`src/hw/rtl/rne_pkg.sv`:
```
// Package for the Roman numeral encoder: state and control types, status codes,
// ASCII letter codes and the digit pattern functions.
// No dependencies.
package rne_pkg;

  // Field widths
  localparam int unsigned ValueW  = 16;
  localparam int unsigned LetterW = 7;
  localparam int unsigned StatusW = 2;

  // Values 1..3999 fit in 12 bits; four BCD digits hold the conversion
  localparam int unsigned BinW    = 12;
  localparam int unsigned BcdW    = 16;
  localparam int unsigned BitCntW = 4;
  localparam logic [ValueW-1:0] ValueLimit = ValueW'(3999);

  // Result status codes
  localparam logic [StatusW-1:0] STATUS_OK   = 2'd0;
  localparam logic [StatusW-1:0] STATUS_ZERO = 2'd1;
  localparam logic [StatusW-1:0] STATUS_OVER = 2'd2;

  // ASCII letters
  localparam logic [LetterW-1:0] ASCII_I = 7'h49;
  localparam logic [LetterW-1:0] ASCII_V = 7'h56;
  localparam logic [LetterW-1:0] ASCII_X = 7'h58;
  localparam logic [LetterW-1:0] ASCII_L = 7'h4C;
  localparam logic [LetterW-1:0] ASCII_C = 7'h43;
  localparam logic [LetterW-1:0] ASCII_D = 7'h44;
  localparam logic [LetterW-1:0] ASCII_M = 7'h4D;
  localparam logic [LetterW-1:0] ASCII_NUL = 7'h00;

  // Controller states
  typedef enum logic [1:0] {
    ST_IDLE,
    ST_CONV,
    ST_EMIT,
    ST_ERR
  } state_e;

  // Position of a letter within its letter set
  typedef enum logic [1:0] {
    SEL_ONE,
    SEL_FIVE,
    SEL_TEN
  } sel_e;

  // Controller to datapath
  typedef struct packed {
    logic load;      // capture the input value and classify it
    logic dabble;    // one binary-to-BCD shift step
    logic step;      // emit the current letter (if any) and advance
    logic emit_err;  // emit the single error result
  } cmd_t;

  // Datapath to controller
  typedef struct packed {
    logic in_bad;     // input value is zero or above the limit
    logic conv_done;  // this dabble step is the final one
    logic out_busy;   // output register holds a result not taken this cycle
    logic is_last;    // current letter closes the numeral
  } sts_t;

  // Number of letters for one decimal digit
  function automatic logic [2:0] rn_len(input logic [3:0] d);
    logic [2:0] len;
    case (d)
      4'd0:    len = 3'd0;
      4'd1:    len = 3'd1;
      4'd2:    len = 3'd2;
      4'd3:    len = 3'd3;
      4'd4:    len = 3'd2;
      4'd5:    len = 3'd1;
      4'd6:    len = 3'd2;
      4'd7:    len = 3'd3;
      4'd8:    len = 3'd4;
      4'd9:    len = 3'd2;
      default: len = 3'd0;
    endcase
    return len;
  endfunction

  // Which letter of the set stands at position j of digit d
  function automatic sel_e rn_sel(input logic [3:0] d, input logic [1:0] j);
    sel_e sel;
    if (d == 4'd9) begin
      sel = (j == 2'd0) ? SEL_ONE : SEL_TEN;
    end else if (d >= 4'd5) begin
      sel = (j == 2'd0) ? SEL_FIVE : SEL_ONE;
    end else if (d == 4'd4) begin
      sel = (j == 2'd0) ? SEL_ONE : SEL_FIVE;
    end else begin
      sel = SEL_ONE;
    end
    return sel;
  endfunction

  // Letter for decimal place p (0 = units) and set position
  function automatic logic [LetterW-1:0] rn_letter(input logic [1:0] p, input sel_e sel);
    logic [LetterW-1:0] ch;
    case (p)
      2'd0: begin
        case (sel)
          SEL_ONE:  ch = ASCII_I;
          SEL_FIVE: ch = ASCII_V;
          SEL_TEN:  ch = ASCII_X;
          default:  ch = ASCII_I;
        endcase
      end
      2'd1: begin
        case (sel)
          SEL_ONE:  ch = ASCII_X;
          SEL_FIVE: ch = ASCII_L;
          SEL_TEN:  ch = ASCII_C;
          default:  ch = ASCII_X;
        endcase
      end
      2'd2: begin
        case (sel)
          SEL_ONE:  ch = ASCII_C;
          SEL_FIVE: ch = ASCII_D;
          SEL_TEN:  ch = ASCII_M;
          default:  ch = ASCII_C;
        endcase
      end
      default: ch = ASCII_M;  // thousands: only M is ever used
    endcase
    return ch;
  endfunction

endpackage

```
`src/hw/rtl/rne_datapath.sv`:
```
// Datapath of the Roman numeral encoder: value capture, shift-add-3 BCD
// conversion, digit/letter walk and the output register. Uses rne_pkg.
module rne_datapath (
  input  logic                         clk_i,
  input  logic                         rst_ni,
  input  logic [rne_pkg::ValueW-1:0]   value_i,
  input  rne_pkg::cmd_t                cmd_i,
  output rne_pkg::sts_t                sts_o,
  output logic                         out_valid_o,
  input  logic                         out_ready_i,
  output logic [rne_pkg::LetterW-1:0]  letter_o,
  output logic                         last_o,
  output logic [rne_pkg::StatusW-1:0]  status_o
);

  logic [rne_pkg::BinW-1:0]    bin_q;
  logic [rne_pkg::BcdW-1:0]    bcd_q, bcd_adj;
  logic [rne_pkg::BitCntW-1:0] cnt_q;
  logic [1:0]                  place_q;
  logic [1:0]                  pos_q;
  logic [rne_pkg::StatusW-1:0] err_q;

  logic                        out_valid_q;
  logic [rne_pkg::LetterW-1:0] letter_q;
  logic                        last_q;
  logic [rne_pkg::StatusW-1:0] status_q;

  logic                        in_zero, in_over;
  logic [3:0]                  digit;
  logic [2:0]                  dig_len;
  logic                        dig_end;
  logic                        lower_zero;
  rne_pkg::sel_e               sel;

  // Input classification
  assign in_zero = (value_i == '0);
  assign in_over = (value_i > rne_pkg::ValueLimit);

  // Add 3 to every BCD digit of 5 or more before the shift
  always_comb begin
    for (int k = 0; k < rne_pkg::BcdW / 4; k++) begin
      bcd_adj[k*4 +: 4] = (bcd_q[k*4 +: 4] >= 4'd5) ? bcd_q[k*4 +: 4] + 4'd3
                                                    : bcd_q[k*4 +: 4];
    end
  end

  // Current digit and its letter pattern
  assign digit   = bcd_q[place_q*4 +: 4];
  assign dig_len = rne_pkg::rn_len(digit);
  assign dig_end = ({1'b0, pos_q} + 3'd1) == dig_len;
  assign sel     = rne_pkg::rn_sel(digit, pos_q);

  // All digits below the current place are zero
  always_comb begin
    case (place_q)
      2'd3:    lower_zero = (bcd_q[11:0] == '0);
      2'd2:    lower_zero = (bcd_q[7:0] == '0);
      2'd1:    lower_zero = (bcd_q[3:0] == '0);
      default: lower_zero = 1'b1;
    endcase
  end

  // Conversion and walk registers
  always_ff @(posedge clk_i) begin
    if (cmd_i.load) begin
      bin_q   <= value_i[rne_pkg::BinW-1:0];
      bcd_q   <= '0;
      cnt_q   <= '0;
      place_q <= 2'd3;
      pos_q   <= 2'd0;
      err_q   <= in_zero ? rne_pkg::STATUS_ZERO : rne_pkg::STATUS_OVER;
    end else if (cmd_i.dabble) begin
      {bcd_q, bin_q} <= {bcd_adj[rne_pkg::BcdW-2:0], bin_q, 1'b0};
      cnt_q          <= cnt_q + 1'b1;
    end else if (cmd_i.step) begin
      if (dig_len == 3'd0 || dig_end) begin
        place_q <= place_q - 1'b1;
        pos_q   <= 2'd0;
      end else begin
        pos_q <= pos_q + 1'b1;
      end
    end
  end

  // Output register valid flag
  always_ff @(posedge clk_i or negedge rst_ni) begin
    if (!rst_ni) begin
      out_valid_q <= 1'b0;
    end else if (cmd_i.emit_err || (cmd_i.step && dig_len != 3'd0)) begin
      out_valid_q <= 1'b1;
    end else if (out_ready_i) begin
      out_valid_q <= 1'b0;
    end
  end

  // Output payload
  always_ff @(posedge clk_i) begin
    if (cmd_i.emit_err) begin
      letter_q <= rne_pkg::ASCII_NUL;
      last_q   <= 1'b1;
      status_q <= err_q;
    end else if (cmd_i.step && dig_len != 3'd0) begin
      letter_q <= rne_pkg::rn_letter(place_q, sel);
      last_q   <= dig_end && lower_zero;
      status_q <= rne_pkg::STATUS_OK;
    end
  end

  assign sts_o.in_bad    = in_zero || in_over;
  assign sts_o.conv_done = (cnt_q == rne_pkg::BitCntW'(rne_pkg::BinW - 1));
  assign sts_o.out_busy  = out_valid_q && !out_ready_i;
  assign sts_o.is_last   = (dig_len != 3'd0) && dig_end && lower_zero;

  assign out_valid_o = out_valid_q;
  assign letter_o    = letter_q;
  assign last_o      = last_q;
  assign status_o    = status_q;

endmodule

```
`src/hw/rtl/rne_ctrl.sv`:
```
// Controller of the Roman numeral encoder: sequences capture, BCD conversion
// and the letter walk. Uses rne_pkg.
module rne_ctrl (
  input  logic          clk_i,
  input  logic          rst_ni,
  input  logic          in_valid_i,
  output logic          in_ready_o,
  input  rne_pkg::sts_t sts_i,
  output rne_pkg::cmd_t cmd_o
);

  rne_pkg::state_e state_q, state_d;

  // State register
  always_ff @(posedge clk_i or negedge rst_ni) begin
    if (!rst_ni) begin
      state_q <= rne_pkg::ST_IDLE;
    end else begin
      state_q <= state_d;
    end
  end

  // Next state
  always_comb begin
    state_d = state_q;
    case (state_q)
      rne_pkg::ST_IDLE: begin
        if (in_valid_i) begin
          state_d = sts_i.in_bad ? rne_pkg::ST_ERR : rne_pkg::ST_CONV;
        end
      end
      rne_pkg::ST_CONV: begin
        if (sts_i.conv_done) state_d = rne_pkg::ST_EMIT;
      end
      rne_pkg::ST_EMIT: begin
        if (!sts_i.out_busy && sts_i.is_last) state_d = rne_pkg::ST_IDLE;
      end
      rne_pkg::ST_ERR: begin
        if (!sts_i.out_busy) state_d = rne_pkg::ST_IDLE;
      end
      default: state_d = rne_pkg::ST_IDLE;
    endcase
  end

  // Outputs
  always_comb begin
    cmd_o      = '0;
    in_ready_o = 1'b0;
    case (state_q)
      rne_pkg::ST_IDLE: begin
        in_ready_o = 1'b1;
        cmd_o.load = in_valid_i;
      end
      rne_pkg::ST_CONV: cmd_o.dabble   = 1'b1;
      rne_pkg::ST_EMIT: cmd_o.step     = !sts_i.out_busy;
      rne_pkg::ST_ERR:  cmd_o.emit_err = !sts_i.out_busy;
      default: ;
    endcase
  end

endmodule

```
`src/hw/rtl/roman_numeral_encoder.sv`:
```
// Roman numeral encoder: converts one unsigned number into a stream of ASCII
// Roman letters, one letter per output transfer, most significant digit first.
// Channels: input value (in_valid_i/in_ready_o), output letter/last/status
// (out_valid_o/out_ready_i). last_o marks the final transfer of a numeral.
// A value of zero gives one transfer with status 1, a value above 3999 one
// transfer with status 2; both carry letter 0 and last set.
// Sequence: an item is taken in idle, then shift-add-3 conversion of its
// 12 bits (one input bit per cycle), then the letter walk, which emits the
// letters in order and steps over each zero digit before the final letter
// (3888 gives 15 letters). Out-of-range and zero values go from idle
// straight to the error result. One item is in work at a time; the next is
// taken as soon as the controller is back in idle, even while the final
// result still sits in the output register.
// A stalled receiver holds the output register and the letter walk waits.
// Reset empties the output register and returns the controller to idle.
// Depends on rne_pkg, rne_ctrl and rne_datapath.
module roman_numeral_encoder (
  input  logic                         clk_i,
  input  logic                         rst_ni,
  input  logic                         in_valid_i,
  output logic                         in_ready_o,
  input  logic [rne_pkg::ValueW-1:0]   value_i,
  output logic                         out_valid_o,
  input  logic                         out_ready_i,
  output logic [rne_pkg::LetterW-1:0]  letter_o,
  output logic                         last_o,
  output logic [rne_pkg::StatusW-1:0]  status_o
);

  rne_pkg::cmd_t cmd;
  rne_pkg::sts_t sts;

  // Sequencer
  rne_ctrl u_ctrl (
    .clk_i      (clk_i),
    .rst_ni     (rst_ni),
    .in_valid_i (in_valid_i),
    .in_ready_o (in_ready_o),
    .sts_i      (sts),
    .cmd_o      (cmd)
  );

  // Conversion and output path
  rne_datapath u_datapath (
    .clk_i       (clk_i),
    .rst_ni      (rst_ni),
    .value_i     (value_i),
    .cmd_i       (cmd),
    .sts_o       (sts),
    .out_valid_o (out_valid_o),
    .out_ready_i (out_ready_i),
    .letter_o    (letter_o),
    .last_o      (last_o),
    .status_o    (status_o)
  );

endmodule
```
`config.mk`:
```
export PLATFORM = sky130hd
export DESIGN_NAME = roman_numeral_encoder
export DESIGN_NICKNAME = d
export VERILOG_FILES = /design/src/hw/rtl/rne_pkg.sv /design/src/hw/rtl/rne_datapath.sv /design/src/hw/rtl/rne_ctrl.sv /design/src/hw/rtl/roman_numeral_encoder.sv
export SDC_FILE = /design/constraint.sdc
export NUM_CORES = 1
export LEC_CHECK = 0
export ABC_AREA = 1
export BUFFER_PORTS_ARGS = -buffer_cell sky130_fd_sc_hd__buf_2
export CAP_MARGIN = 30
export CORE_UTILIZATION = 55
export CTS_CLUSTER_SIZE = 10
export DETAILED_ROUTE_END_ITERATION = 8
export GPL_TIMING_DRIVEN = 0
export PLACE_DENSITY_LB_ADDON = 0.12
export REMOVE_ABC_BUFFERS = 1
export SLEW_MARGIN = 20
export SYNTH_ARGS = -nofsm -noshare
export SYNTH_HDL_FRONTEND = slang
export SYNTH_SLANG_ARGS = --single-unit
```
`constraint.sdc`:
```
create_clock -name clk_i -period 5 [get_ports clk_i]
set_input_delay 0.75 -clock clk_i [delete_from_list [all_inputs] [get_ports clk_i]]
set_output_delay 0.75 -clock clk_i [all_outputs]
set_load 0.005 [all_outputs]
```
==> flow_metrics.py <==
metrics = {
    "drt": {
        "vias_per_cell": 5.17,
        "wl_per_cell_um": 12.1,
        "drc": 0,
        "detail_route.wirelength_um": 6010,
        "num_vias": 2561,
        "detailedRoute.firstPassIterationCount": 5,
        "first_iter_violations": 126,
        "ant_nets": 0,
    },
    "floorplan": {
        "num_io_pins": 32,
        "initial_core_util_pct": 57.8,
        "placement_rows": 26,
        "core-area_mm2": 0.00517,
        "die_span_in_x_um": 75.8,
        "die_area_mm2": 0.00574,
        "dieHeight_um": 75.8,
    },
    "yosys": {
        "synth_flop_cell": "sky130_fd_sc_hd__dfxtp_1",
        "yosysWarnings": 0,
        "synth_cells": 395,
        "avgSynthCellArea_um2": 7.57,
        "synth_cell_types": 39,
        "synth.ff_latch_count": 50,
        "synth-async-reset-ratio_pct": 6.00,
        "ys_seq_area_share_pct": 39.3,
        "synth_edf_count": 16,
        "syn-cell-area_mm2": 0.00299,
    },
    "finish": {
        "area_growth_from_synthesis_to_final_layout_pct": 10.0,
        "layout-drive-gt1-share_pct": 14.4,
        "nNetsFinal": 465,
        "n_fill_cell": 463,
        "antenna_cells": 0,
        "post-route-util_pct": 63.6,
    },
    "placed_design": {
        "number_of_port_buffers": 30,
        "dp.final_hpwl_um": 4370,
        "gpl.final_weighted_congestion": 0.859,
    },
    "clock_tree": {
        "clockBufferDepth": 2,
        "cts_hold_buffers": 0,
        "htree_num_levels": 2,
        "tritoncts": "done",
        "post_cts.repair.setup_buffers": 0,
        "clk-insertion-delay-late_ns": 0.30,
        "post_cts_resized": 0,
        "clk_pin_slew_worst_paths_ns": 0.09,
        "root_buffer": "sky130_fd_sc_hd__clkbuf_8",
        "tritoncts_num_sinks": 50,
        "cts_buffers": 5,
    },
    "min_path": {
        "holdCritPathClass": "in2async",
    },
    "global_route": {
        "grt_overflow": 0,
        "first_global_vias": 2264,
        "grt_antenna_before_repair": 0,
        "grtUsageTotal_pct": 22.6,
        "first_pass_grt_wire_length_um": 9840,
        "grt_start_max_net_pins": 29,
    },
    "setup_path": {
        "r2r_setup_slk_ns": 2.20,
        "required_ns": 5.20,
        "critical_path.reg2reg.startpoint": "u_ctrl.state_q[0]",
        "path_max_fanout": 28,
        "worst_setup_path_start_kind": "primary input",
        "endpoint_of_the_most_critical_setup_path": "u_ctrl.state_q[1]",
        "critical_path.reg2reg.endpoint": "u_ctrl.state_q[1]",
        "critPathLaunch": "in_valid_i",
        "critical_path_class": "in2reg",
        "timing.critical_path.to_type": "flop",
        "r2r_cells": 8,
        "cp.arrival_ns": 3.00,
    },
    "timing": {
        "fmax_ghz": 0.356,
        "finalSetupTns_ns": 0,
        "timing.max_slew.rel_slack_pct": 40.8,
        "fin_crit_sh_pct": 56.2,
        "final_count_of_pins_violating_max_slew": 0,
        "fin_skew_ns": 0.00453,
        "grt_setup_unrepaired": "no",
        "timing.final.crit_period_ns": 2.81,
        "final_hold_viol_count": 0,
        "setup-violations-final": 0,
        "max_slew.worst_pin.slew_ns": 0.886,
    },
    "flow_run": {
        "drv.max_cap_violation_count": 0,
    },
    "pwr": {
        "power_density_mw_per_mm2": 606,
        "max-vdd-ir-drop_uv": 323,
        "static-leakage-power_nw": 1.53,
    },
    "status": {
        "status": "completed",
    },
}
critical path, stage by stage:
cell and delay (ns):
sky130_fd_sc_hd__buf_2 0.10, sky130_fd_sc_hd__nand2_1 0.64, sky130_fd_sc_hd__nand2_1 0.76, sky130_fd_sc_hd__o21ai_0 0.50, sky130_fd_sc_hd__inv_1 0.10, sky130_fd_sc_hd__nor2_1 0.10, sky130_fd_sc_hd__a21oi_1 0.04
sequential cells by signal (all words and copies together) (netlist names):
signal	cells
u_datapath.bin_q	12
u_datapath.out_valid_o	1
u_datapath.place_q	2
u_datapath.last_o	1
u_datapath.bcd_q	16
u_datapath.letter_o	6
u_datapath.cnt_q	4
u_datapath.err_q	2
u_ctrl.state_q	2
u_datapath.pos_q	2
u_datapath.status_o	2
layer usage:
metal | GRT usage, % | wire length [µm] | vias to the layer above
li1 | - | - | 1353
met2 | 37.7 | 2810 | 49
met1 | 29.6 | 2920 | 1150
met3 | 4.37 | 196 | 9
met5 | 0 | 0 | -
met4 | 7.00 | 78 | 0
through the flow:
step	total power, mW	cell area [µm²]	cells	setup slack, ns	hold slack [ns]
after floorplan	1.46	2940	386	2.59	0.422
after global placement	1.68	3170	486	1.78	0.437
after detailed placement	1.71	3170	486	1.67	0.445
after CTS	2.00	3280	494	1.59	0.223
after global routing	2.19	3290	495	1.94	0.221
final	1.99	3290	495	2.19	0.223
cell usage after synthesis (2+ instances only):
library cell                n  area share [%]
sky130_fd_sc_hd__nor2_2     2            0.42
sky130_fd_sc_hd__nor4_1     3            0.63
sky130_fd_sc_hd__a21oi_1   22             3.7
sky130_fd_sc_hd__inv_2      3            0.38
sky130_fd_sc_hd__inv_1     49             6.1
sky130_fd_sc_hd__edfxtp_1  16              16
sky130_fd_sc_hd__o22ai_1    2            0.42
sky130_fd_sc_hd__ha_1      21             8.8
sky130_fd_sc_hd__nand3_2    4             1.3
sky130_fd_sc_hd__buf_2      2            0.33
sky130_fd_sc_hd__buf_6      2            0.75
sky130_fd_sc_hd__o21ai_0   30             5.0
sky130_fd_sc_hd__nand3_1   35             5.9
sky130_fd_sc_hd__dfxtp_1   31              21
sky130_fd_sc_hd__o32ai_1    3            0.88
sky130_fd_sc_hd__nand2_2    8             1.7
sky130_fd_sc_hd__nor2_1    28             3.5
sky130_fd_sc_hd__dfrtp_1    3             2.5
sky130_fd_sc_hd__nor3_1     4            0.67
sky130_fd_sc_hd__nor3b_1    2            0.50
sky130_fd_sc_hd__a32o_1     2            0.67
sky130_fd_sc_hd__clkbuf_1   3            0.38
sky130_fd_sc_hd__nor2_8     2             1.3
sky130_fd_sc_hd__xor2_1     3            0.88
sky130_fd_sc_hd__o21ai_1    5            0.84
sky130_fd_sc_hd__nand2_1   97              12
cell families (layout without fill, tap and decap cells):
group / Yosys count / in the layout / share of synthesized area (%)
other: 1 / 1 / 0.125
buffers and inverters: 63 / 93 / 8.78
adder cells (fa/ha/maj): 21 / 21 / 8.78
flip-flops: 50 / 50 / 39.3
AO/OA/AOI/OAI: 67 / 67 / 12.2
AND/OR/NAND/NOR: 190 / 190 / 29.9
XOR/XNOR: 3 / 3 / 0.878
layout by cell type (no fill, tap or decap), types with 2 or more instances in the layout:
cell and count:
sky130_fd_sc_hd__nand2_1 97, sky130_fd_sc_hd__inv_1 49, sky130_fd_sc_hd__nand3_1 35, sky130_fd_sc_hd__dfxtp_1 31, sky130_fd_sc_hd__o21ai_0 30, sky130_fd_sc_hd__buf_2 30
sky130_fd_sc_hd__nor2_1 28, sky130_fd_sc_hd__a21oi_1 22, sky130_fd_sc_hd__ha_1 21, sky130_fd_sc_hd__edfxtp_1 16, sky130_fd_sc_hd__nand2_2 8, sky130_fd_sc_hd__o21ai_1 5
sky130_fd_sc_hd__clkbuf_8 5, sky130_fd_sc_hd__nand3_2 4, sky130_fd_sc_hd__nor3_1 4, sky130_fd_sc_hd__inv_2 3, sky130_fd_sc_hd__nor4_1 3, sky130_fd_sc_hd__xor2_1 3
sky130_fd_sc_hd__o32ai_1 3, sky130_fd_sc_hd__dfrtp_1 3, sky130_fd_sc_hd__nor2_8 2, sky130_fd_sc_hd__nor2_2 2, sky130_fd_sc_hd__nor3b_1 2, sky130_fd_sc_hd__a32o_1 2
sky130_fd_sc_hd__o22ai_1 2
power by group:
group	leakage [nW]	total (mW)	internal [mW]	switching [mW]
sequential	0.436	0.677	0.572	0.105
clock	0.0514	0.285	0.149	0.135
combinational	1.05	1.03	0.370	0.663
total	1.53	1.99	1.09	0.903
final cells by class:
class | instances | area, µm² | area share, %
timing repair buffer | 31 | 158 | 4.79
clock inverter | 2 | 37.5 | 1.14
multi-input combinational | 282 | 1550 | 47.2
clock buffer | 6 | 72.6 | 2.20
sequential | 50 | 1180 | 35.7
inverter | 54 | 208 | 6.31
tap | 70 | 87.6 | 2.66
how the worst min path moves through the flow:
stage / from / endpoint / slack, ns / cells after the start
after global routing: rst_ni / u_ctrl.state_q[0] / 0.22 / 1
final: rst_ni / u_datapath.out_valid_o / 0.22 / 1
after CTS: rst_ni / u_datapath.out_valid_o / 0.22 / 1
after floorplan: u_datapath.bin_q[11] / u_datapath.bcd_q[0] / 0.42 / 2
after global placement: u_datapath.bin_q[11] / u_datapath.bcd_q[0] / 0.44 / 2
after detailed placement: u_datapath.bin_q[11] / u_datapath.bcd_q[0] / 0.45 / 2
Note: power is estimated with default switching activity, not from simulation.
